$ cat config.mk
export PLATFORM = sky130hd
export DESIGN_NAME = pamn_range_track
export DESIGN_NICKNAME = d
export VERILOG_FILES = /design/src/hdl/pamn_pkg.sv /design/src/hdl/pamn_range_track.sv
export SDC_FILE = /design/constraint.sdc
export NUM_CORES = 1
export LEC_CHECK = 0
export ABC_AREA = 0
export BUFFER_PORTS_ARGS = -buffer_cell sky130_fd_sc_hd__buf_2
export CAP_MARGIN = 20
export CELL_PAD_IN_SITES_DETAIL_PLACEMENT = 1
export CELL_PAD_IN_SITES_GLOBAL_PLACEMENT = 2
export CORE_UTILIZATION = 32
export CTS_BUF_LIST = sky130_fd_sc_hd__clkbuf_8 sky130_fd_sc_hd__clkbuf_16
export CTS_CLUSTER_SIZE = 24
export DETAILED_ROUTE_END_ITERATION = 10
export HOLD_SLACK_MARGIN = 0.06
export PLACE_DENSITY = 0.85
export SLEW_MARGIN = 25
export SYNTH_ARGS = -nofsm -noshare
export SYNTH_HDL_FRONTEND = slang
export SYNTH_SLANG_ARGS = --single-unit
$ cat constraint.sdc
create_clock -name clock -period 2.55 [get_ports clock]
set_clock_uncertainty 0.15 [all_clocks]
set_input_delay 0.3825 -clock clock [delete_from_list [all_inputs] [get_ports clock]]
set_output_delay 0.3825 -clock clock [all_outputs]
set_load 0.02 [all_outputs]
$ cat src/hdl/pamn_pkg.sv
package pamn_pkg;

   localparam int NUM_CH         = 3;
   localparam int CH_IDX_W       = $clog2(NUM_CH);
   localparam int PIX_W          = 8;
   localparam int VAL_W          = 17;
   localparam int QUOT_W         = 8;
   localparam int DIVIDEND_W     = VAL_W + QUOT_W;
   localparam int STEP_W         = $clog2(QUOT_W + 1);
   localparam int MAX_PIXELS_DEF = 4096;

   // op_mode codes
   localparam logic [2:0] OP_ADD  = 3'd0;
   localparam logic [2:0] OP_SUB  = 3'd1;
   localparam logic [2:0] OP_MUL  = 3'd2;
   localparam logic [2:0] OP_DIV  = 3'd3;
   localparam logic [2:0] OP_PASS = 3'd4;

   // request kinds
   localparam logic REQ_LOAD  = 1'b0;
   localparam logic REQ_FETCH = 1'b1;

   // extremes reset values
   localparam logic signed [VAL_W-1:0] VAL_MIN = {1'b1, {(VAL_W-1){1'b0}}};
   localparam logic signed [VAL_W-1:0] VAL_MAX = {1'b0, {(VAL_W-1){1'b1}}};

   typedef logic signed [VAL_W-1:0]       chan_val_type;
   typedef logic [NUM_CH-1:0][VAL_W-1:0]  pix_val_type;
   typedef logic [NUM_CH-1:0][PIX_W-1:0]  pix8_type;

   typedef struct packed {
      logic             start;
      logic             scale;   // dividend is num * 255
      logic [VAL_W-1:0] num;
      logic [VAL_W-1:0] den;
   } div_req_type;

   typedef struct packed {
      logic              done;
      logic [QUOT_W-1:0] quot;
   } div_rsp_type;

   typedef struct packed {
      logic clear;
      logic update;
   } range_ctl_type;

   // add / subtract / multiply / pass; divide goes through the shared divider
   function automatic chan_val_type combine_chan(input logic [2:0] op,
                                                 input logic [PIX_W-1:0] a,
                                                 input logic [PIX_W-1:0] b);
      logic [VAL_W-1:0]   ext_a;
      logic [VAL_W-1:0]   ext_b;
      logic [2*PIX_W-1:0] prod;
      logic [VAL_W-1:0]   res;
      ext_a = VAL_W'(a);
      ext_b = VAL_W'(b);
      prod  = a * b;
      case (op)
         OP_ADD:  res = ext_a + ext_b;
         OP_SUB:  res = ext_a - ext_b;
         OP_MUL:  res = VAL_W'(prod);
         default: res = ext_a;
      endcase
      return chan_val_type'(res);
   endfunction

endpackage

$ cat src/hdl/pamn_range_track.sv
// Running per-channel min / max of the stored values.
module pamn_range_track (
   input  logic                    clock,
   input  logic                    reset,
   input  pamn_pkg::range_ctl_type ctl,
   input  pamn_pkg::pix_val_type   val,
   output pamn_pkg::pix_val_type   hi,
   output pamn_pkg::pix_val_type   lo
);
   import pamn_pkg::*;

   pix_val_type hi_ff, hi_in;
   pix_val_type lo_ff, lo_in;

   always_comb begin
      hi_in = hi_ff;
      lo_in = lo_ff;
      for (int c = 0; c < NUM_CH; c++) begin
         if (ctl.clear) begin
            hi_in[c] = VAL_MIN;
            lo_in[c] = VAL_MAX;
         end else if (ctl.update) begin
            if ($signed(val[c]) > $signed(hi_ff[c])) begin
               hi_in[c] = val[c];
            end
            if ($signed(val[c]) < $signed(lo_ff[c])) begin
               lo_in[c] = val[c];
            end
         end
      end
   end

   always_ff @(posedge clock) begin
      if (reset) begin
         for (int c = 0; c < NUM_CH; c++) begin
            hi_ff[c] <= VAL_MIN;
            lo_ff[c] <= VAL_MAX;
         end
      end else begin
         hi_ff <= hi_in;
         lo_ff <= lo_in;
      end
   end

   assign hi = hi_ff;
   assign lo = lo_ff;

   a_order_after_update: assert property (@(posedge clock) disable iff (reset)
      (ctl.update && !ctl.clear) |=> ($signed(lo_ff[0]) <= $signed(hi_ff[0])))
      else $error("min above max after update");

endmodule

; ---- After elaboration in Yosys (flattened, before gate mapping)
; Index checks and enable logic that the tools add are counted.
[totals]
ff_bits = 102
inputBits = 55
out_inout_bits = 102
word_cells = 19
[op_classes]
magnitude_cmp = 6
n_reduce_logical = 7
[op_table]
columns = cell, count
row1 = $gt 17x17->1, 3
row2 = $lt 17x17->1, 3
row3 = $reduce_and 2->1, 6
row4 = $reduce_or 2->1, 1

; ---- Depth between registers and ports, before layout
[logic_depth]
ltp_word = 2
mapped_depth = 10
ltp_nobuf = 8

; ---- Worst setup path before layout
; OpenSTA, ideal clock, no wires.
[synth_path]
path_kind = register -> register
from = register hi_ff (netlist bit hi[49])
to = register hi_ff (netlist bit hi[41])
t_arrival_ns = 2.239
slack_ns = 0.044
path_stages_with_launch = 11
path_buffers = 2
period_less_slack_ns = 2.506
cell_sequence = dfxtp_1 -> inv_1 -> ha_1 -> and3_4 -> buf_6 -> nor3b_4 -> a211oi_4 -> o211ai_2 -> mux2_4 -> buf_6 -> a22o_1
[synth_between]
elab_chain_len = 2
[synth_rtl]
columns = element, line_no
row1 = start: declaration, pamn_range_track.sv:12  ; pix_val_type hi_ff, hi_in;
row2 = start signal: assignment, pamn_range_track.sv:40  ; hi_ff <= hi_in;
row3 = $gt 17x17->1, pamn_range_track.sv:23  ; if ($signed(val[c]) > $signed(hi_ff[c])) begin
row4 = $reduce_and 2->1 (no line), -
; No other way between the ends.
; A chain may end at the register's enable or synchronous reset.

; ---- Final worst setup path
[layout_path]
from = register hi_ff (netlist bit hi[49])
to = register hi_ff (netlist bit hi[45])
; Same word-level chain as after synthesis.

==> flow_summary.json <==
{
  "ys_async_sr_fraction_pct": 0,
  "final_common_cell": "buf_2",
  "synth.avg_cell_area_um2": 8.98,
  "dp_hpwl_um": 14400,
  "min_to": "lo[17]",
  "cts-root-buf": "clkbuf_16",
  "synth_fp_nets": 834,
  "cts_tree": "yes",
  "leakagePower_uw": 0.00382,
  "clockBufferDepth": 2,
  "hold_buffers": 0,
  "synth_edf_count": 0,
  "area_growth_pct": 27.1,
  "yosysSeqAreaShare_pct": 33.4,
  "r2r-start": "hi[49]",
  "critPathLaunchType": "flip-flop",
  "drc": 0,
  "first_pass_iters": 4,
  "avgRoutedWirePerCell_um": 16.6,
  "grt_use_total_pct": 19.3,
  "overflow": 0,
  "final_max_slew_viol_count": 0,
  "clk_latency_ns": 0.36,
  "ioPinCount": 157,
  "antenna_found_initial": 1,
  "core_um2": 18700,
  "cts_buffers": 9,
  "path_clk_slew_ns": 0.08,
  "grt_pass1_vias": 5711,
  "post_cts_buffers": 0,
  "die-area_um2": 19600,
  "grt_max_degree": 23,
  "p_per_area_nw_per_um2": 507,
  "ys.flop_type": "dfxtp_1",
  "multi_input_comb_area_um2": 3520,
  "synth_warnings": 0,
  "required_ns": 2.64,
  "fmax_mhz": 422,
  "cts_resized": 0,
  "yosys_register_bits": 102,
  "postSynthCellCount": 680,
  "whs_path_depth": 2,
  "die_y_um": 140,
  "hold_violations": 0,
  "numPortBuffers": 156,
  "drt_wl_total_um": 18400,
  "route.vias.total": 5657,
  "dpl-instance-area_um2": 7450,
  "min-delay-start": "val[17]",
  "n_fill_cell": 2241,
  "initial_core_util_pct": 32.6,
  "rr_worst_depth": 8,
  "place.gp.congestion": 0.798,
  "final_cell_area_um2": 7760,
  "numClockSinks": 102,
  "finalNetCount": 1017,
  "most-common-layout-cells": "156 x buf_2, 114 x inv_1, 102 x dfxtp_1",
  "seqCellArea_um2": 2040,
  "run_status": "complete, no violations",
  "fin_crit_sh_pct": 92.8,
  "max_slew_margin_pct": 64.7,
  "grt_first_pass_wirelength_um": 29700,
  "die_w_um": 140,
  "ant_nets": 0,
  "timing.rr.end": "hi[45]",
  "worstPathMaxFanout": 17,
  "htreeDepth": 3,
  "layout_setup_ws_ns": 0.183,
  "synth_area_um2": 6110,
  "place_inst": 1086,
  "worstMarginPinSlew_ns": 0.530,
  "place_ws_ns": -0.0213,
  "critPathKind": "flip-flop to flip-flop",
  "rows": 50,
  "cp-end-kind": "flip-flop",
  "setup_viol": 0,
  "drt-initial-drc-count": 181,
  "final_layout_size_suffix_gt1_share_pct": 27.5,
  "worstPathArrival_ns": 2.46,
  "fin_cells": 1103,
  "min_period_ns": 2.37,
  "max-vdd-ir-drop_mv": 0.302,
  "viasPerCell": 5.13,
  "drv_cap": 0,
  "hp-class": "primary input to flip-flop",
  "ys_types": 57,
  "rsz0062_at_grt": "no",
  "r2r_setup_slack_ns": 0.18
}
## flip-flops by register name (all words and copies together), names as in the netlist
| register | count |
|---|---|
| hi | 51 |
| lo | 51 |
## metal layers
layer / GRT usage, % / up-vias / share of wire (%)
li1: - / 2822 / -
met1: 25.5 / 2706 / 49
met5: 0 / - / 0
met3: 3.49 / 12 / 3.4
met4: 5.38 / 0 / 1.2
met2: 32.3 / 117 / 46
## kinds of logic after synthesis
group,share of synthesized area (%)
compound gates,25.3
buf+inv,9.22
simple gates,10.5
flops,33.4
fa+ha+maj,20.3
mux,1.23
## worst max path at each step
stage	start	end	slack, ns	depth (start not counted)
detailed placement	val[46]	hi[45]	-0.02	8
global route	lo[12]	lo[2]	0.02	9
floorplan	hi[49]	hi[41]	0.04	10
global placement	val[33]	lo[27]	-0.005	9
finish	hi[49]	hi[45]	0.18	8
CTS	hi[45]	hi[45]	0.09	8
## where the power goes
group | switching (uW) | leakage (uW) | internal (uW)
clock network | 699 | 0.000137 | 705
logic | 501 | 0.00285 | 338
registers | 41.7 | 0.000830 | 1650
## critical path: stages, from the launching register on
cell and delay, ns:
dfxtp_1 0.36, inv_1 0.06, ha_1 0.30, and3_4 0.22, nor3b_4 0.16, a211oi_4 0.27
o211ai_2 0.12, mux2_4 0.42, a22o_1 0.21
## synth_stat cells (4+ instances only)
master    instances  area, um^2
and3_1            4        25.0
dfxtp_1         102        2040
o31ai_1          15         113
nand4_1          12        75.1
buf_4             7        52.6
o22a_1           49         429
a22o_1           16         140
nor2_1           17        63.8
o21ai_0          30         150
a21o_1            6        45.0
ha_1             99        1240
o21a_1            4        30.0
clkbuf_1         11        41.3
nand2_1          26        97.6
a21oi_1          57         285
nand3_1          46         230
inv_1           114         428
## final cells by class
class / instances / share of cell area (%)
Sequential cell: 102 / 26.3
Timing Repair Buffer: 196 / 15.2
Antenna cell: 1 / 0.0322
Inverter: 114 / 5.51
Clock inverter: 6 / 0.645
Clock buffer: 10 / 3.08
Tap cell: 234 / 3.77
Multi-Input combinational cell: 440 / 45.4
## through the flow
step / TNS, ns / total power, uW / util [%] / hold slack [ns]
floorplan: 0 / 2210 / - / 0.352
global placement: -0.00879 / 2560 / 39.8 / 0.328
detailed placement: -0.256 / 2570 / 39.8 / 0.332
CTS: 0 / 3980 / 41.4 / 0.103
global route: 0 / 4150 / 41.5 / 0.114
finish: 0 / 3930 / 41.5 / 0.113
(Power assumes the default switching activity.)
