`src/hdl/pamn_pkg.sv`:
```
package pamn_pkg;

   localparam int NUM_CH         = 3;
   localparam int CH_IDX_W       = $clog2(NUM_CH);
   localparam int PIX_W          = 8;
   localparam int VAL_W          = 17;
   localparam int QUOT_W         = 8;
   localparam int DIVIDEND_W     = VAL_W + QUOT_W;
   localparam int STEP_W         = $clog2(QUOT_W + 1);
   localparam int MAX_PIXELS_DEF = 4096;

   // op_mode codes
   localparam logic [2:0] OP_ADD  = 3'd0;
   localparam logic [2:0] OP_SUB  = 3'd1;
   localparam logic [2:0] OP_MUL  = 3'd2;
   localparam logic [2:0] OP_DIV  = 3'd3;
   localparam logic [2:0] OP_PASS = 3'd4;

   // request kinds
   localparam logic REQ_LOAD  = 1'b0;
   localparam logic REQ_FETCH = 1'b1;

   // extremes reset values
   localparam logic signed [VAL_W-1:0] VAL_MIN = {1'b1, {(VAL_W-1){1'b0}}};
   localparam logic signed [VAL_W-1:0] VAL_MAX = {1'b0, {(VAL_W-1){1'b1}}};

   typedef logic signed [VAL_W-1:0]       chan_val_type;
   typedef logic [NUM_CH-1:0][VAL_W-1:0]  pix_val_type;
   typedef logic [NUM_CH-1:0][PIX_W-1:0]  pix8_type;

   typedef struct packed {
      logic             start;
      logic             scale;   // dividend is num * 255
      logic [VAL_W-1:0] num;
      logic [VAL_W-1:0] den;
   } div_req_type;

   typedef struct packed {
      logic              done;
      logic [QUOT_W-1:0] quot;
   } div_rsp_type;

   typedef struct packed {
      logic clear;
      logic update;
   } range_ctl_type;

   // add / subtract / multiply / pass; divide goes through the shared divider
   function automatic chan_val_type combine_chan(input logic [2:0] op,
                                                 input logic [PIX_W-1:0] a,
                                                 input logic [PIX_W-1:0] b);
      logic [VAL_W-1:0]   ext_a;
      logic [VAL_W-1:0]   ext_b;
      logic [2*PIX_W-1:0] prod;
      logic [VAL_W-1:0]   res;
      ext_a = VAL_W'(a);
      ext_b = VAL_W'(b);
      prod  = a * b;
      case (op)
         OP_ADD:  res = ext_a + ext_b;
         OP_SUB:  res = ext_a - ext_b;
         OP_MUL:  res = VAL_W'(prod);
         default: res = ext_a;
      endcase
      return chan_val_type'(res);
   endfunction

endpackage

```
`src/hdl/pamn_divider.sv`:
```
// Restoring divider, one quotient bit per cycle. Quotient must fit QUOT_W bits.
module pamn_divider (
   input  logic                  clock,
   input  logic                  reset,
   input  pamn_pkg::div_req_type div_req,
   output pamn_pkg::div_rsp_type div_rsp
);
   import pamn_pkg::*;

   logic [DIVIDEND_W-1:0] rem_ff, rem_in;
   logic [DIVIDEND_W-1:0] dsh_ff, dsh_in;
   logic [VAL_W-1:0]      den_ff, den_in;
   logic [QUOT_W-1:0]     quot_ff, quot_in;
   logic [STEP_W-1:0]     step_ff, step_in;
   logic                  busy_ff, busy_in;
   logic                  done_ff, done_in;
   logic [DIVIDEND_W-1:0] trial;
   logic                  fits;

   assign trial = rem_ff - dsh_ff;
   assign fits  = (rem_ff >= dsh_ff);

   always_comb begin
      rem_in  = rem_ff;
      dsh_in  = dsh_ff;
      den_in  = den_ff;
      quot_in = quot_ff;
      step_in = step_ff;
      busy_in = busy_ff;
      done_in = 1'b0;
      if (div_req.start) begin
         if (div_req.scale) begin
            // num * 255 = (num << 8) - num
            rem_in = {div_req.num, {QUOT_W{1'b0}}} - DIVIDEND_W'(div_req.num);
         end else begin
            rem_in = DIVIDEND_W'(div_req.num);
         end
         dsh_in  = DIVIDEND_W'({div_req.den, {(QUOT_W-1){1'b0}}});
         den_in  = div_req.den;
         quot_in = '0;
         step_in = '0;
         busy_in = 1'b1;
      end else if (busy_ff) begin
         if (fits) begin
            rem_in = trial;
         end
         quot_in = {quot_ff[QUOT_W-2:0], fits};
         dsh_in  = dsh_ff >> 1;
         step_in = step_ff + STEP_W'(1);
         if (step_ff == STEP_W'(QUOT_W - 1)) begin
            busy_in = 1'b0;
            done_in = 1'b1;
         end
      end
   end

   always_ff @(posedge clock) begin
      rem_ff  <= rem_in;
      dsh_ff  <= dsh_in;
      den_ff  <= den_in;
      quot_ff <= quot_in;
      if (reset) begin
         step_ff <= '0;
         busy_ff <= 1'b0;
         done_ff <= 1'b0;
      end else begin
         step_ff <= step_in;
         busy_ff <= busy_in;
         done_ff <= done_in;
      end
   end

   assign div_rsp.done = done_ff;
   assign div_rsp.quot = quot_ff;

   a_start_busy: assert property (@(posedge clock) disable iff (reset)
      div_req.start |=> busy_ff)
      else $error("divider not busy after start");

   a_rem_below_den: assert property (@(posedge clock) disable iff (reset)
      (done_ff && den_ff != '0) |-> (rem_ff < DIVIDEND_W'(den_ff)))
      else $error("divider remainder not below divisor");

endmodule

```
`config.mk`:
```
export PLATFORM = sky130hd
export DESIGN_NAME = pamn_divider
export DESIGN_NICKNAME = d
export VERILOG_FILES = /design/src/hdl/pamn_pkg.sv /design/src/hdl/pamn_divider.sv
export SDC_FILE = /design/constraint.sdc
export NUM_CORES = 1
export LEC_CHECK = 0
export ABC_AREA = 1
export ABC_CLOCK_PERIOD_IN_PS = 2400
export BUFFER_PORTS_ARGS = -buffer_cell sky130_fd_sc_hd__buf_2
export CAP_MARGIN = 20
export CORE_MARGIN = 2
export CORE_UTILIZATION = 35
export CTS_CLUSTER_SIZE = 40
export DETAILED_ROUTE_END_ITERATION = 7
export PLACE_DENSITY = 0.59
export SYNTH_ARGS = -nofsm -noshare
export SYNTH_HDL_FRONTEND = slang
export SYNTH_SLANG_ARGS = --single-unit
```
`constraint.sdc`:
```
create_clock -name clock -period 2.4 [get_ports clock]
set_input_delay 0.48 -clock clock [delete_from_list [all_inputs] [get_ports clock]]
set_output_delay 0.48 -clock clock [all_outputs]
set_load 0.02 [all_outputs]
```
# --- Yosys cells after proc, flatten, opt, wreduce, memory -nomap -nowiden ---
# Index checks and enable logic that the tools add are counted.
totals:
  input_bits: 38
  wordCells: 28
  register_bits: 63
op_classes:
  reduce_logical: 5
  bitwise_logic: 1
  order_cmp: 1
  add_sub_neg: 3
  n_eq_ne: 1
  muxes: 10
op_table:
  columns: ["operator", "n"]
  rows:
  - ["$mux 25", 4]
  - ["$mux 24", 2]
  - ["$ge 25x24->1", 1]
  - ["$sub 25x17->25", 1]
  - ["$sub 25x24->25", 1]
  - ["$add 4x1->4 const B", 1]
  - ["$eq 4x3->1 const B", 1]
  - ["$mux 1", 4]
  - ["$reduce_bool 2->1", 2]
  - ["$reduce_or 3->1", 1]
  - ["$reduce_and 2->1", 1]
  - ["$reduce_or 2->1", 1]
  - ["$not 1->1", 1]

# --- Depth between registers and ports, before layout ---
# Gate-level depths: netlist (run 1).
depth:
  word_depth: 4
  ltp_mapped: 14

# --- Least setup slack after synthesis (run 1) ---
# No wires, ideal clock.
synth_timing:
  path_type: "register -> register"
  start: "register rem_ff[8]"
  end: "register rem_ff[0] (enable)"
  n_path_buf: 0
  path_slack_ps: 111
  path_stages_with_launch: 10
  period_less_slack_ps: 2289
  setup_time_ps: 382
  arrival_time_ps: 1907
  cell_sequence: "edfxtp_1 ha_1 nand2_1 nor2_2 nand3_1 nand3_2 nand3_1 nand3_1 nand2_1 nand2_1"
synth_between:
  elab_chain_len: 3
synth_rtl:
  columns: ["element", "line", "rtl"]
  rows:
  - ["start: declaration", "pamn_divider.sv:10", "logic [DIVIDEND_W-1:0] rem_ff, rem_in;"]
  - ["start signal: assignment", "pamn_divider.sv:58", "rem_ff <= rem_in;"]
  - ["$ge 25x24->1", "pamn_divider.sv:21", "assign fits = (rem_ff >= dsh_ff);"]
  - ["$reduce_bool 2->1 (no line)", null, null]
  - ["$reduce_and 2->1 (no line)", null, null]
# No other way between the ends.
# A chain may end at the register's enable or synchronous reset.

# --- Final worst setup path (run 1) ---
layout_timing:
  start: "register rem_ff[0]"
  end: "register rem_ff[12], data pin"
layout_between:
  elab_chain_len: 4
layout_rtl:
  columns: ["element", "line", "rtl"]
  rows:
  - ["$sub 25x24->25", "pamn_divider.sv:20", "assign trial = rem_ff - dsh_ff;"]
  - ["$mux 25", "pamn_divider.sv:44", "if (fits) begin"]
  - ["$mux 25", "pamn_divider.sv:43", "end else if (busy_ff) begin"]
  - ["$mux 25", "pamn_divider.sv:31", "if (div_req.start) begin"]
  - ["named net rem_in[12]", "pamn_divider.sv:10", null]
# The timed path passes the listed nets, and every way through them passes these cells. The select of a mux whose other input is x is not followed.

==> results.md, run 1 <==
- In this run the cell area measured after placement is 0.006397 mm2.
- The summed area of non-filler cells in the final layout is ~0.0067 mm2.
- Counting flops with a built-in enable in the synthesized netlist gives 42.
- The share of synthesized area spent on multiplexers is 0%.
- The actual transition at the worst max-transition pin is 0.8867 ns.
- The filler cell count is 1751.
- The top flip-flop cell by instance count after synthesis is sky130_fd_sc_hd__edfxtp_1.
- The count of nets left with antenna violations once routing finished came out at 0.
- The number of instances on the worst hold path is 2.
- Summed over all nets, the switching power comes to 2026 uW.
- The synthesized design devotes to its leading area cell type approximately 22% of total area.
- The final worst clock skew is 0.008197 ns.
- The path class of the tightest hold or removal check is in -> reg.
- Power spread over the standard cell area amounts to 726.6 mW/mm2.
- In the post-synthesis netlist, the biggest area contributors are sky130_fd_sc_hd__edfxtp_1 (22%), sky130_fd_sc_hd__nand2_1 (21%), sky130_fd_sc_hd__inv_1 (12%).
- The number of sinks driven by the clock tree is 63.
- The initial utilization of the core area, before any placement, comes to between 30% and 40%.
- The endpoint kind of the worst setup timing path is a flop.
- The cell count of the worst reg-to-reg path is 13.
- The synthesized-area fraction occupied by xor and xnor cells is 0.7644%.
- The flow ran to the end, and the final reports show no timing, DRC or antenna violations.
- The setup check on the worst reg-to-reg path leaves a slack of 0.16 ns.
- The TritonCTS buffer count is 9.
- The vertical die dimension is 131.9 um.
- The pin count of the biggest net entering global routing is 28.
- The total number of H-tree levels is 3.
- The clock share of power is 26.6%.
- Dividing the synthesized area by the synthesized cell count gives 6.194 um2.
- The minimum clock period after layout is 2.245 ns.
- The synthesized design spends more area on one cell type than any other, namely sky130_fd_sc_hd__edfxtp_1.
- The number of unique standard cell types used by synthesis is 37.
- Measured against its own limit, the worst slew margin works out to 40.82%.
- In this run the standard cell core region covers 0.01594 mm2.
- The number of buffers between clock root and the deepest sink is 2.
- The analysis attributes to cell leakage a power of 0.003463 uW.
- The die covers 0.01741 mm2.
- The post-synthesis instance total is between 900 and 1000.
- The I/O pin total is between 40 and 50.
- The number of buffers added to fix hold violations after cts is 0.
- By area, the combinational part of the netlist is dominated by simple AND/OR/NAND/NOR gates.
- Sequential elements use 29.35% of the synthesized area.
- The post-route netlist has 12.72% of its cells at a drive strength greater than 1.
- Yosys instantiated no cell more often than sky130_fd_sc_hd__nand2_1.
- The post-detailed-route via-to-cell ratio is roughly 4.8.
- The final routed wire length divided by cell count is 14.61 um.
- The first global-routing pass estimated 28970 um of wire.
- TritonCTS built the clock tree.
- For hold timing, the worst endpoint is busy_ff$_SDFF_PP0_.
- The wire length reported by the detailed router is 17870 um.
- Global routing used about a fifth of the available tracks.
- The top achievable clock speed is approximately 450 MHz.
- The via count of the first global-routing pass is between 5000 and 6000.
- The initial antenna violation count is 1.
- The category of the most critical setup path is reg -> reg.
- The clock transition at the register clock pins on the worst setup and hold paths after CTS is 0.06 ns.
- CTS placed an instance of sky130_fd_sc_hd__clkbuf_16 at the clock tree root.
- After global routing the overflow that remains totals 0.
- Setup total negative slack on the finished layout was measured at 0 ns.
- The count of TritonRoute iterations in the first routing pass is 6.
- The fraction of the cycle the final worst path needs is 93.52%.
- Summing over every cut layer, the via total after detailed routing is between 5000 and 6000.
- The maximum vdd drop is 0.3240 mV.
- The share of synthesized cell area in and, or, nand and nor gates is 39.11%.
- The commonest cells after synthesis are sky130_fd_sc_hd__nand2_1 (316), sky130_fd_sc_hd__inv_1 (180), sky130_fd_sc_hd__nand3_1 (76), sky130_fd_sc_hd__nor2_1 (69), sky130_fd_sc_hd__edfxtp_1 (42).
- The internal power is 2860 uW.
- The net count after synthesis is 999.
- The area overhead of the layout relative to synthesis is 17.38%.
- The cell repeated most along the worst path is sky130_fd_sc_hd__nand2_1.
- The post-detailed-placement half-perimeter wirelength is between 10000 and 15000 um.
- In this design, the stage delay of the slowest critical-path cell is roughly 0.42 ns.
- For this run, asynchronously set or reset flops after synthesis account for 0%.
- The startpoint identified for the worst hold timing path is reset.
- The number of setup buffers added after CTS is 0.
- Setup repair after global routing left no endpoint under its margin.
- The critical path goes through inv_1, ha_1, fa_1, inv_1, nand3_1, nand2_1, nand2_1, nand2_1, nand2_1, nand2_1, nand2_1, nand3_1, nand2_1.
- The number of setup violations in the final report is 0.
- The layout net count is 1075.
- The area fraction in compound gates after synthesis is 9.522%.
- The count of pins over their slew limit is 0.
- The port buffer count is 46.
- Net switching is 41.46% of the power.
- The count of unresolved DRC violations after routing is 0.
- In this run, the combinational gates consume 44.5% of the power.
- After synthesis the cells add up to 0.005729 mm2.
- The count of standard-cell rows is 46.
- The kind of start point of the critical path is a flop.
- The cell family contributing the most delay on the critical path is simple AND/OR/NAND/NOR gates.
- The endpoint identified for the worst register-to-register timing path is rem_ff[12]$_DFFE_PP_.
- The clock latency on the worst-skew pair is between 0.3 and 0.4 ns.
- The number of buffer and inverter instances along the worst setup path is 2.
- The endpoint required time on the critical path is between 2 and 2.5 ns.
- The largest individual stage delay along the critical path comes from the cell sky130_fd_sc_hd__fa_1.
- The sequential power share is 28.9%.
- The chip width is 131.9 um.
- The detailed router finished its first iteration with 343 violations.
- The peak fanout along the critical path is 3.
- The number of flip-flops and latches in the synthesized netlist is 63.
- Yosys printed 0 warnings.
- After Yosys synthesis, full adders, half adders and majority gates account for 7.993% of the synthesized area.
- The overall power of the completed layout is 4887 uW.
- The number of hold violations in the final report is 0.
- The data arrival at the endpoint of the critical path is 2.33 ns.
- The worst register-to-register path begins at rem_ff[0]$_DFFE_PP_.
- The final RePlAce weighted congestion is 0.9361.
- The count of maximum capacitance violations is 0.
[metal layers]
layer	GRT usage (%)	part of all wire [%]
met1	26.04	44
met2	36.26	47
met3	4.191	5.4
met4	8.273	3.2
met5	0	0
[power by group through the flow]
| stage | sequential [uW] | clock, uW | combinational [uW] |
|---|---|---|---|
| after floorplan | 1420 | 0 | 1530 |
| after global placement | 1430 | 0 | 2120 |
| after detailed placement | 1430 | 0 | 2120 |
| after CTS | 1410 | 1330 | 2140 |
| after global routing | 1430 | 1380 | 2470 |
| final | 1410 | 1300 | 2180 |
[worst max path at each step]
stage	start	endpoint	slack [ns]	cells past startpoint
after CTS	rem_ff[8]$_DFFE_PP_	rem_ff[21]$_DFFE_PP_	0.07	10
final	rem_ff[0]$_DFFE_PP_	rem_ff[12]$_DFFE_PP_	0.16	13
after floorplan	rem_ff[8]$_DFFE_PP_	rem_ff[0]$_DFFE_PP_	0.11	9
after detailed placement	div_req[30]	rem_ff[21]$_DFFE_PP_	0.05	12
after global routing	rem_ff[8]$_DFFE_PP_	rem_ff[16]$_DFFE_PP_	0.03	10
after global placement	div_req[30]	rem_ff[21]$_DFFE_PP_	0.008	12
[cell usage in the layout, fill, tap and decap left out, types with 5 or more instances in the layout]
| master | netlist | layout |
|---|---|---|
| sky130_fd_sc_hd__nand3b_1 | 7 | 7 |
| sky130_fd_sc_hd__edfxtp_1 | 42 | 42 |
| sky130_fd_sc_hd__o21ai_0 | 37 | 37 |
| sky130_fd_sc_hd__nor3_1 | 7 | 7 |
| sky130_fd_sc_hd__nor2_1 | 69 | 69 |
| sky130_fd_sc_hd__buf_2 | 4 | 46 |
| sky130_fd_sc_hd__clkbuf_16 | 0 | 10 |
| sky130_fd_sc_hd__xor2_1 | 5 | 5 |
| sky130_fd_sc_hd__dfxtp_1 | 21 | 21 |
| sky130_fd_sc_hd__nand4_1 | 15 | 15 |
| sky130_fd_sc_hd__nand2_1 | 316 | 315 |
| sky130_fd_sc_hd__a21oi_1 | 41 | 41 |
| sky130_fd_sc_hd__buf_4 | 1 | 30 |
| sky130_fd_sc_hd__o22ai_1 | 12 | 12 |
| sky130_fd_sc_hd__ha_1 | 35 | 34 |
| sky130_fd_sc_hd__nand3_1 | 76 | 76 |
| sky130_fd_sc_hd__nor2_2 | 14 | 13 |
| sky130_fd_sc_hd__inv_1 | 180 | 180 |
| sky130_fd_sc_hd__nand2_2 | 10 | 11 |
[layout make-up]
type,count,area (um2),share of cell area [%]
Antenna cell,1,2.502,0.03721
Clock buffer,10,250.2,3.721
Clock inverter,6,48.80,0.7256
Inverter,183,686.9,10.21
Multi-Input combinational cell,666,3298,49.04
Sequential cell,63,1682,25.00
Tap cell,216,270.3,4.019
Timing Repair Buffer,78,486.7,7.237
[stage by stage]
stage                     hold WS (ns)  utilization (%)  setup WS [ns]  cells
after floorplan                 0.4322                -         0.1112    925
after global placement          0.4462            40.13       0.008228   1206
after detailed placement        0.4624            40.13        0.05455   1206
after CTS                       0.2916            42.00        0.07364   1222
after global routing            0.2993            42.17        0.02617   1222
final                           0.3015            42.18         0.1554   1223
[repair_timing]
item,4_1_cts,5_1_grt
endpoints found under the setup margin,0,21
hold endpoints to repair,0,0
gates resized for setup,0,7
[state kept, by name (all words and copies together), names as in the netlist]
signal	cells
busy_ff	1
done_ff	1
dsh_ff	24
quot_ff	8
rem_ff	25
step_ff	4
[kinds of logic after synthesis]
logic type,count (synthesis)
compound gates,101
simple gates,524
fa+ha+maj,36
flops,63
xor+xnor,5
buf+inv,196
(Power assumes the default switching activity.)
==> run 2, diff against run 1 <==
--- a/config.mk
+++ b/config.mk
@@ -14,6 +14,7 @@
 export CTS_CLUSTER_SIZE = 40
 export DETAILED_ROUTE_END_ITERATION = 7
 export PLACE_DENSITY = 0.59
+export RECOVER_POWER = 100
 export SYNTH_ARGS = -nofsm -noshare
 export SYNTH_HDL_FRONTEND = slang
 export SYNTH_SLANG_ARGS = --single-unit
==> run 2 against run 1 <==
  * Cell count unchanged
  * Utilization down 0.21 points
  * Highest routed layer unchanged
  * Combinational power about the same
  * Hold slack gained 0.00089 ns
  * Die area did not move
  * Power is 0.29% lower
  * Critical path depth stayed put
==> results.md, run 2 (same netlist as run 1, synthesis figures left out) <==
- The final routed wire length divided by cell count is 14.65 um (was 14.61 um).
- The initial antenna violation count is 1 (unchanged).
- The kind of start point of the critical path is a flop (unchanged).
- The final worst clock skew was 0.008088 ns (was 0.008197 ns).
- The total routing resource utilization after global routing is 21.13% (unchanged).
- The type of the tightest min-delay check is in -> reg (unchanged).
- The vertical die dimension is 131.9 um (unchanged).
- The count of TritonRoute iterations in the first routing pass is 7 (was 6).
- The clock tree root driver cell is sky130_fd_sc_hd__clkbuf_16 (unchanged).
- The core footprint is 0.01594 mm2 (unchanged).
- The initial core utilization is 35.94% (unchanged).
- The post-detailed-route via-to-cell ratio is 4.805 (was 4.830).
- The number of buffers between clock root and the deepest sink came to 2 (unchanged).
- The die area is 0.01741 mm2 (unchanged).
- The most common cell after layout, fill and taps aside is sky130_fd_sc_hd__nand2_1 (unchanged).
- The number of flip-flops in the largest register is 25 (unchanged).
- The largest register by flop count was rem_ff (unchanged).
- The number of sinks driven by the clock tree is 63 (unchanged).
- The total number of H-tree levels was 3 (unchanged).
- The peak fanout along the critical path came to 3 (unchanged).
- The number of nets with antenna violations after routing is 0 (unchanged).
- The count of standard-cell rows is 46 (unchanged).
- Registers with the highest flip-flop counts: rem_ff: 25 flops, dsh_ff: 24 flops, quot_ff: 8 flops (unchanged).
- The minimum clock period after layout is 2.241 ns (was 2.245 ns).
- The via count of the first global-routing pass is 5804 (unchanged).
- The wire length of the first global-routing pass is 28970 um (unchanged).
- The data arrival at the endpoint of the critical path was 2.33 ns (about the same).
- The pin count of the biggest net entering global routing was 28 (unchanged).
- The chip width was 131.9 um (unchanged).
- The top achievable clock speed is 446.3 MHz (was 445.5 MHz).
- The clock transition at the register clock pins on the worst setup and hold paths after CTS is 0.06 ns (about the same).
- The final RePlAce weighted congestion is 0.9361 (unchanged).
- The count of maximum capacitance violations is 0 (unchanged).
- The clock latency on the worst-skew pair is 0.34 ns (about the same).
- The normalized max-slew margin is 40.23% (was 40.82%).
- The count of pins over their slew limit came to 0 (unchanged).
- The number of hold violations in the final report is 0 (unchanged).
- The layout net count is 1075 (unchanged).
- The total power divided by cell area is 728.2 mW/mm2 (was 726.6 mW/mm2).
- The wire length reported by the detailed router is 17920 um (was 17870 um).
- The worst setup slack before clock tree synthesis is 0.05455 ns (unchanged).
- The ratio of cells with drive above 1 in the final layout is 11.13% (was 12.72%).
- Outcome: completed (unchanged).
- The fraction of the cycle the final worst path needs is 93.36% (was 93.52%).
- The port buffer count is 46 (unchanged).
- The TritonCTS buffer count is 9 (unchanged).
- Commonest non-fill, non-tap cells in the layout: sky130_fd_sc_hd__nand2_1 (317), sky130_fd_sc_hd__inv_1 (181), sky130_fd_sc_hd__nand3_1 (76) (was sky130_fd_sc_hd__nand2_1 (315), sky130_fd_sc_hd__inv_1 (180), sky130_fd_sc_hd__nand3_1 (76)).
- The final design utilization is 41.97% (was 42.18%).
- The leakage power of the design is 0.003409 uW (was 0.003463 uW).
- The area overhead of the layout relative to synthesis came to 16.79% (was 17.38%).
- The post-detailed-placement half-perimeter wirelength was 14640 um (unchanged).
- The total via count in the routed design is 5877 (was 5907).
- The count of routing violations after the opening detailed-route iteration was 377 (was 343).
- The worst hold-check slack came to 0.3023 ns (was 0.3015 ns).
- The count of unresolved DRC violations after routing is 0 (unchanged).
- The endpoint required time on the critical path is 2.49 ns (about the same).
- The category of the most critical setup path is reg -> reg (unchanged).
- The aggregate negative setup slack came to 0 ns (unchanged).
- Setup repair after global routing missed its margin: false (unchanged).
- The overall overflow remaining after global route is 0 (unchanged).
- The maximum vdd drop came to 0.3227 mV (was 0.3240 mV).
- The I/O pin total is 47 (unchanged).
- The number of setup violations in the final report is 0 (unchanged).
- The worst path setup slack after routing is 0.1593 ns (was 0.1554 ns).
- The actual transition at the worst max-transition pin is 0.8956 ns (was 0.8867 ns).
- The endpoint kind of the worst setup timing path is a flop (unchanged).
- The CTS tree was built (unchanged).
## run 2: repair_timing
action                     4_1_cts  5_1_grt
setup endpoints to repair        0       21
buffers inserted                 0        0
hold buffers                     0        0
hold endpoints to repair         0        0
resized for setup                0        7
## run 2: through the flow
step                std cells  power (uW)  area [um2]
CTS                      1222        4880        6696
global placement         1206        3548        6397
floorplan                 925        2947        5729
detailed placement       1206        3556        6397
global route             1222        5259        6689
finish                   1223        4872        6691
## run 2: report_power, final
| group | total, uW | switching, uW | internal, uW | leakage [uW] |
|---|---|---|---|---|
| combinational | 2160 | 1440 | 725 | 0.00266 |
| sequential | 1410 | 59.2 | 1350 | 0.000602 |
| clock | 1300 | 526 | 774 | 0.000149 |
## run 2: routing by layer
metal | wire, um | part of all wire (%) | up-vias | global-route usage (%)
li1 | - | - | 3089 | -
met1 | 8129 | 45 | 2611 | 26.04
met2 | 8497 | 47 | 142 | 36.26
met3 | 799 | 4.5 | 35 | 4.191
met4 | 493 | 2.8 | 0 | 8.273
met5 | 0 | 0 | - | 0
## run 2: layout make-up
class / instances / area (um2)
clock inverters: 6 / 48.80
clock buffers: 10 / 250.2
fillers: 1766 / 9251
well taps: 216 / 270.3
flip-flops and latches: 63 / 1682
multi-input cells: 666 / 3293
diodes: 1 / 2.502
repair buffers: 78 / 457.9
inverters: 183 / 686.9
## run 2: critical path: stages, from the launching register on
cell and delay [ns]:
sky130_fd_sc_hd__edfxtp_1 0.33, sky130_fd_sc_hd__inv_1 0.04, sky130_fd_sc_hd__ha_1 0.21, sky130_fd_sc_hd__fa_1 0.42, sky130_fd_sc_hd__inv_1 0.16, sky130_fd_sc_hd__nand3_1 0.09
sky130_fd_sc_hd__nand2_1 0.09, sky130_fd_sc_hd__nand2_1 0.08, sky130_fd_sc_hd__nand2_1 0.19, sky130_fd_sc_hd__nand2_1 0.12, sky130_fd_sc_hd__nand3_1 0.10, sky130_fd_sc_hd__nand2_1 0.05
sky130_fd_sc_hd__nand3_1 0.06, sky130_fd_sc_hd__nand2_1 0.05
## run 2: worst paths after layout
| kind | start | end | slack [ns] | cells after the start |
|---|---|---|---|---|
| setup / recovery | rem_ff[0]$_DFFE_PP_ | rem_ff[24]$_DFFE_PP_ | 0.16 | 13 |
| hold / removal | reset | busy_ff$_SDFF_PP0_ | 0.30 | 2 |
| setup reg to reg | rem_ff[0]$_DFFE_PP_ | rem_ff[24]$_DFFE_PP_ | 0.16 | 13 |
| hold reg to reg | quot_ff[0]$_SDFFE_PP0P_ | quot_ff[0]$_SDFFE_PP0P_ | 0.47 | 2 |
==> run 3, diff against run 2 <==
--- a/config.mk
+++ b/config.mk
@@ -6,15 +6,14 @@
 export NUM_CORES = 1
 export LEC_CHECK = 0
 export ABC_AREA = 1
-export ABC_CLOCK_PERIOD_IN_PS = 2400
+export ABC_CLOCK_PERIOD_IN_PS = 2700
 export BUFFER_PORTS_ARGS = -buffer_cell sky130_fd_sc_hd__buf_2
 export CAP_MARGIN = 20
 export CORE_MARGIN = 2
 export CORE_UTILIZATION = 35
 export CTS_CLUSTER_SIZE = 40
 export DETAILED_ROUTE_END_ITERATION = 7
-export PLACE_DENSITY = 0.59
-export RECOVER_POWER = 100
+export PLACE_DENSITY = 0.57
 export SYNTH_ARGS = -nofsm -noshare
 export SYNTH_HDL_FRONTEND = slang
 export SYNTH_SLANG_ARGS = --single-unit
==> constraint.sdc (replaced) <==
create_clock -name clock -period 2.7 [get_ports clock]
set_input_delay 0.54 -clock clock [delete_from_list [all_inputs] [get_ports clock]]
set_output_delay 0.54 -clock clock [all_outputs]
set_load 0.02 [all_outputs]
==> run 3 against run 2 <==
  * First-iteration DRC count shrank 0.27%
  * Utilization down 1.2 points
  * Clock power shrank 15%
  * Count of clock-buffer cells in the layout decreased by 1
  * Hold slack better by 0.059 ns
  * Die area unchanged
  * Combinational power down 13%
  * Final area decreased by 2.7%
  * Global-route usage shrank 0.44 points
  * Critical path type unchanged
  * Largest cell class unchanged
  * Sequential cell count unchanged
==> results.md, run 3 (same netlist as run 1, synthesis figures left out) <==
- The final design utilization is 40.82% (was 41.97%).
- The maximum vdd drop is 0.3794 mV (was 0.3227 mV).
- The end of the worst register-to-register path is rem_ff[13]$_DFFE_PP_ (was rem_ff[24]$_DFFE_PP_).
- The peak fanout along the critical path is 25 (was 3).
- The initial antenna violation count is 0 (was 1).
- The pin count of the biggest net entering global routing was 33 (was 28).
- The TritonCTS buffer count came to 9 (unchanged).
- The count of unresolved DRC violations after routing is 0 (unchanged).
- The wire length reported by the detailed router is 17570 um (was 17920 um).
- The category of the most critical setup path is reg -> reg (unchanged).
- The number of buffers added to fix hold violations after cts is 0 (unchanged).
- Registers with the highest flip-flop counts: rem_ff: 25 flops, dsh_ff: 24 flops, quot_ff: 8 flops (unchanged).
- The ratio of cells with drive above 1 in the final layout came to 10.39% (was 11.13%).
- The total via count in the routed design is 5768 (was 5877).
- Outcome: completed (unchanged).
- The minimum clock period after layout is 2.370 ns (was 2.241 ns).
- The data arrival at the endpoint of the critical path is 2.41 ns (was 2.33 ns).
- The number of flip-flops in the largest register is 25 (unchanged).
- The clock transition at the register clock pins on the worst setup and hold paths after CTS was 0.06 ns (about the same).
- The total power divided by cell area is 652.7 mW/mm2 (was 728.2 mW/mm2).
- The fraction of the cycle the final worst path needs is 87.80% (was 93.36%).
- The chip width is 131.9 um (unchanged).
- The CTS tree is built (unchanged).
- The total number of H-tree levels is 3 (unchanged).
- The clock tree root driver cell is sky130_fd_sc_hd__clkbuf_16 (unchanged).
- The area overhead of the layout relative to synthesis is 13.58% (was 16.79%).
- The final antenna diode count came to 0 (was 1).
- The beginning of the worst hold path is reset (unchanged).
- The number of instances on the worst hold path was 2 (unchanged).
- The number of sinks driven by the clock tree is 63 (unchanged).
- The count of maximum capacitance violations is 0 (unchanged).
- The filler cell count is 1817 (was 1766).
- Setup repair after global routing missed its margin: false (unchanged).
- The endpoint kind of the worst setup timing path was a flop (unchanged).
- The clock latency on the worst-skew pair came to 0.35 ns (was 0.34 ns).
- The top achievable clock speed is 421.9 MHz (was 446.3 MHz).
- The worst hold-check slack was 0.3614 ns (was 0.3023 ns).
- The I/O pin total came to 47 (unchanged).
- The number of setup violations in the final report is 0 (unchanged).
- The via count of the first global-routing pass is 5640 (was 5804).
- The count of standard-cell rows is 46 (unchanged).
- The internal reg-to-reg setup slack is 0.33 ns (was 0.16 ns).
- The die area is 0.01741 mm2 (unchanged).
- The layout net count is 1051 (was 1075).
- The number of setup buffers added after CTS is 0 (unchanged).
- The kind of start point of the critical path is a flop (unchanged).
- The most common cell after layout, fill and taps aside was sky130_fd_sc_hd__nand2_1 (unchanged).
- The final worst clock skew is 0.006304 ns (was 0.008088 ns).
- The number of hold violations in the final report was 0 (unchanged).
- The count of TritonRoute iterations in the first routing pass came to 5 (was 7).
- The final RePlAce weighted congestion is 0.9823 (was 0.9361).
- The hold-critical path endpoint is busy_ff$_SDFF_PP0_ (unchanged).
- The worst path setup slack after routing is 0.3295 ns (was 0.1593 ns).
- The worst setup slack before clock tree synthesis is 0.1377 ns (was 0.05455 ns).
- The count of routing violations after the opening detailed-route iteration was 376 (was 377).
- The endpoint required time on the critical path is 2.74 ns (was 2.49 ns).
- The overall power of the completed layout was 4247 uW (was 4872 uW).
- The largest register by flop count was rem_ff (unchanged).
- The total routing resource utilization after global routing is 20.69% (was 21.13%).
- The port buffer count is 46 (unchanged).
- The number of nets with antenna violations after routing came to 0 (unchanged).
- The vertical die dimension came to 131.9 um (unchanged).
- The type of the tightest min-delay check is in -> reg (unchanged).
- The initial core utilization was 35.94% (unchanged).
- The overall overflow remaining after global route is 0 (unchanged).
- The beginning of the worst register-to-register path is rem_ff[22]$_DFFE_PP_ (was rem_ff[0]$_DFFE_PP_).
- The final routed wire length divided by cell count is 14.67 um (was 14.65 um).
- The count of pins over their slew limit is 0 (unchanged).
- The post-detailed-placement half-perimeter wirelength is 14080 um (was 14640 um).
- The actual transition at the worst max-transition pin was 0.4457 ns (was 0.8956 ns).
- The wire length of the first global-routing pass came to 28310 um (was 28970 um).
- The post-detailed-route via-to-cell ratio is 4.815 (was 4.805).
- The core footprint is 0.01594 mm2 (unchanged).
- The leakage power of the design came to 0.003339 uW (was 0.003409 uW).
- The post-CTS resize count came to 0 (unchanged).
- The aggregate negative setup slack came to 0 ns (unchanged).
- The cell count of the worst reg-to-reg path is 9 (was 13).
- The normalized max-slew margin came to 70.28% (was 40.23%).
- Commonest non-fill, non-tap cells in the layout: sky130_fd_sc_hd__nand2_1 (316), sky130_fd_sc_hd__inv_1 (180), sky130_fd_sc_hd__nand3_1 (76) (was sky130_fd_sc_hd__nand2_1 (317), sky130_fd_sc_hd__inv_1 (181), sky130_fd_sc_hd__nand3_1 (76)).
- The number of buffers between clock root and the deepest sink is 2 (unchanged).
## run 3: changes by cell type in the layout (fill, tap and decap cells not counted), sizes merged
cell / before / now
clkbuf: 25 / 9
buf: 63 / 54
inv: 184 / 186
clkinv: 5 / 4
diode: 1 / 0
## run 3: through the flow
stage               cell area (um2)  std cells
floorplan                      5729        925
global placement               6230       1182
detailed placement             6230       1182
CTS                            6507       1198
global route                   6507       1198
finish                         6507       1198
## run 3: how the worst max path moves through the flow
stage	from	depth (start not counted)	endpoint	slack, ns
2_1_floorplan	rem_ff[8]$_DFFE_PP_	9	rem_ff[0]$_DFFE_PP_	0.41
3_3_place_gp	div_req[31]	11	rem_ff[15]$_DFFE_PP_	0.12
3_5_place_dp	div_req[31]	11	rem_ff[15]$_DFFE_PP_	0.14
4_1_cts	rem_ff[22]$_DFFE_PP_	9	rem_ff[13]$_DFFE_PP_	0.34
5_1_grt	rem_ff[22]$_DFFE_PP_	9	rem_ff[13]$_DFFE_PP_	0.19
6_report	rem_ff[22]$_DFFE_PP_	9	rem_ff[13]$_DFFE_PP_	0.33
## run 3: final cells by class
| cell class | instances | area [um2] | share of cell area, % |
|---|---|---|---|
| clock buffer | 9 | 225.2 | 3.461 |
| timing repair buffer | 54 | 302.8 | 4.653 |
| sequential | 63 | 1682 | 25.84 |
| multi-input combinational | 666 | 3288 | 50.53 |
| clock inverter | 7 | 52.55 | 0.8075 |
| inverter | 183 | 686.9 | 10.56 |
| tap | 216 | 270.3 | 4.153 |
## run 3: routing by layer
metal | up-vias | routed length, um | part of all wire [%] | track usage [%]
li1 | 3038 | - | - | -
met5 | - | 0 | 0 | 0
met1 | 2534 | 7974 | 45 | 26.33
met3 | 29 | 1138 | 6.5 | 4.498
met2 | 167 | 8029 | 46 | 34.61
met4 | 0 | 429 | 2.4 | 7.246
## run 3: worst max-delay path, stage by stage, from the launching register on
cell                       delay (ns)
sky130_fd_sc_hd__edfxtp_1        0.46
sky130_fd_sc_hd__ha_1            0.42
sky130_fd_sc_hd__nand2_1         0.12
sky130_fd_sc_hd__nor3_1          0.22
sky130_fd_sc_hd__and2_1          0.19
sky130_fd_sc_hd__nand3_1         0.08
sky130_fd_sc_hd__nand3_1         0.17
sky130_fd_sc_hd__nand2_1         0.07
sky130_fd_sc_hd__nand2_1         0.10
sky130_fd_sc_hd__buf_12          0.20
## run 3: where the power goes
group | internal [uW] | total [uW] | leakage, uW | switching, uW
Combinational | 613 | 1880 | 0.00260 | 1260
Clock | 631 | 1110 | 0.000141 | 478
Sequential | 1200 | 1260 | 0.000602 | 61.9
Total | 2450 | 4250 | 0.00334 | 1800
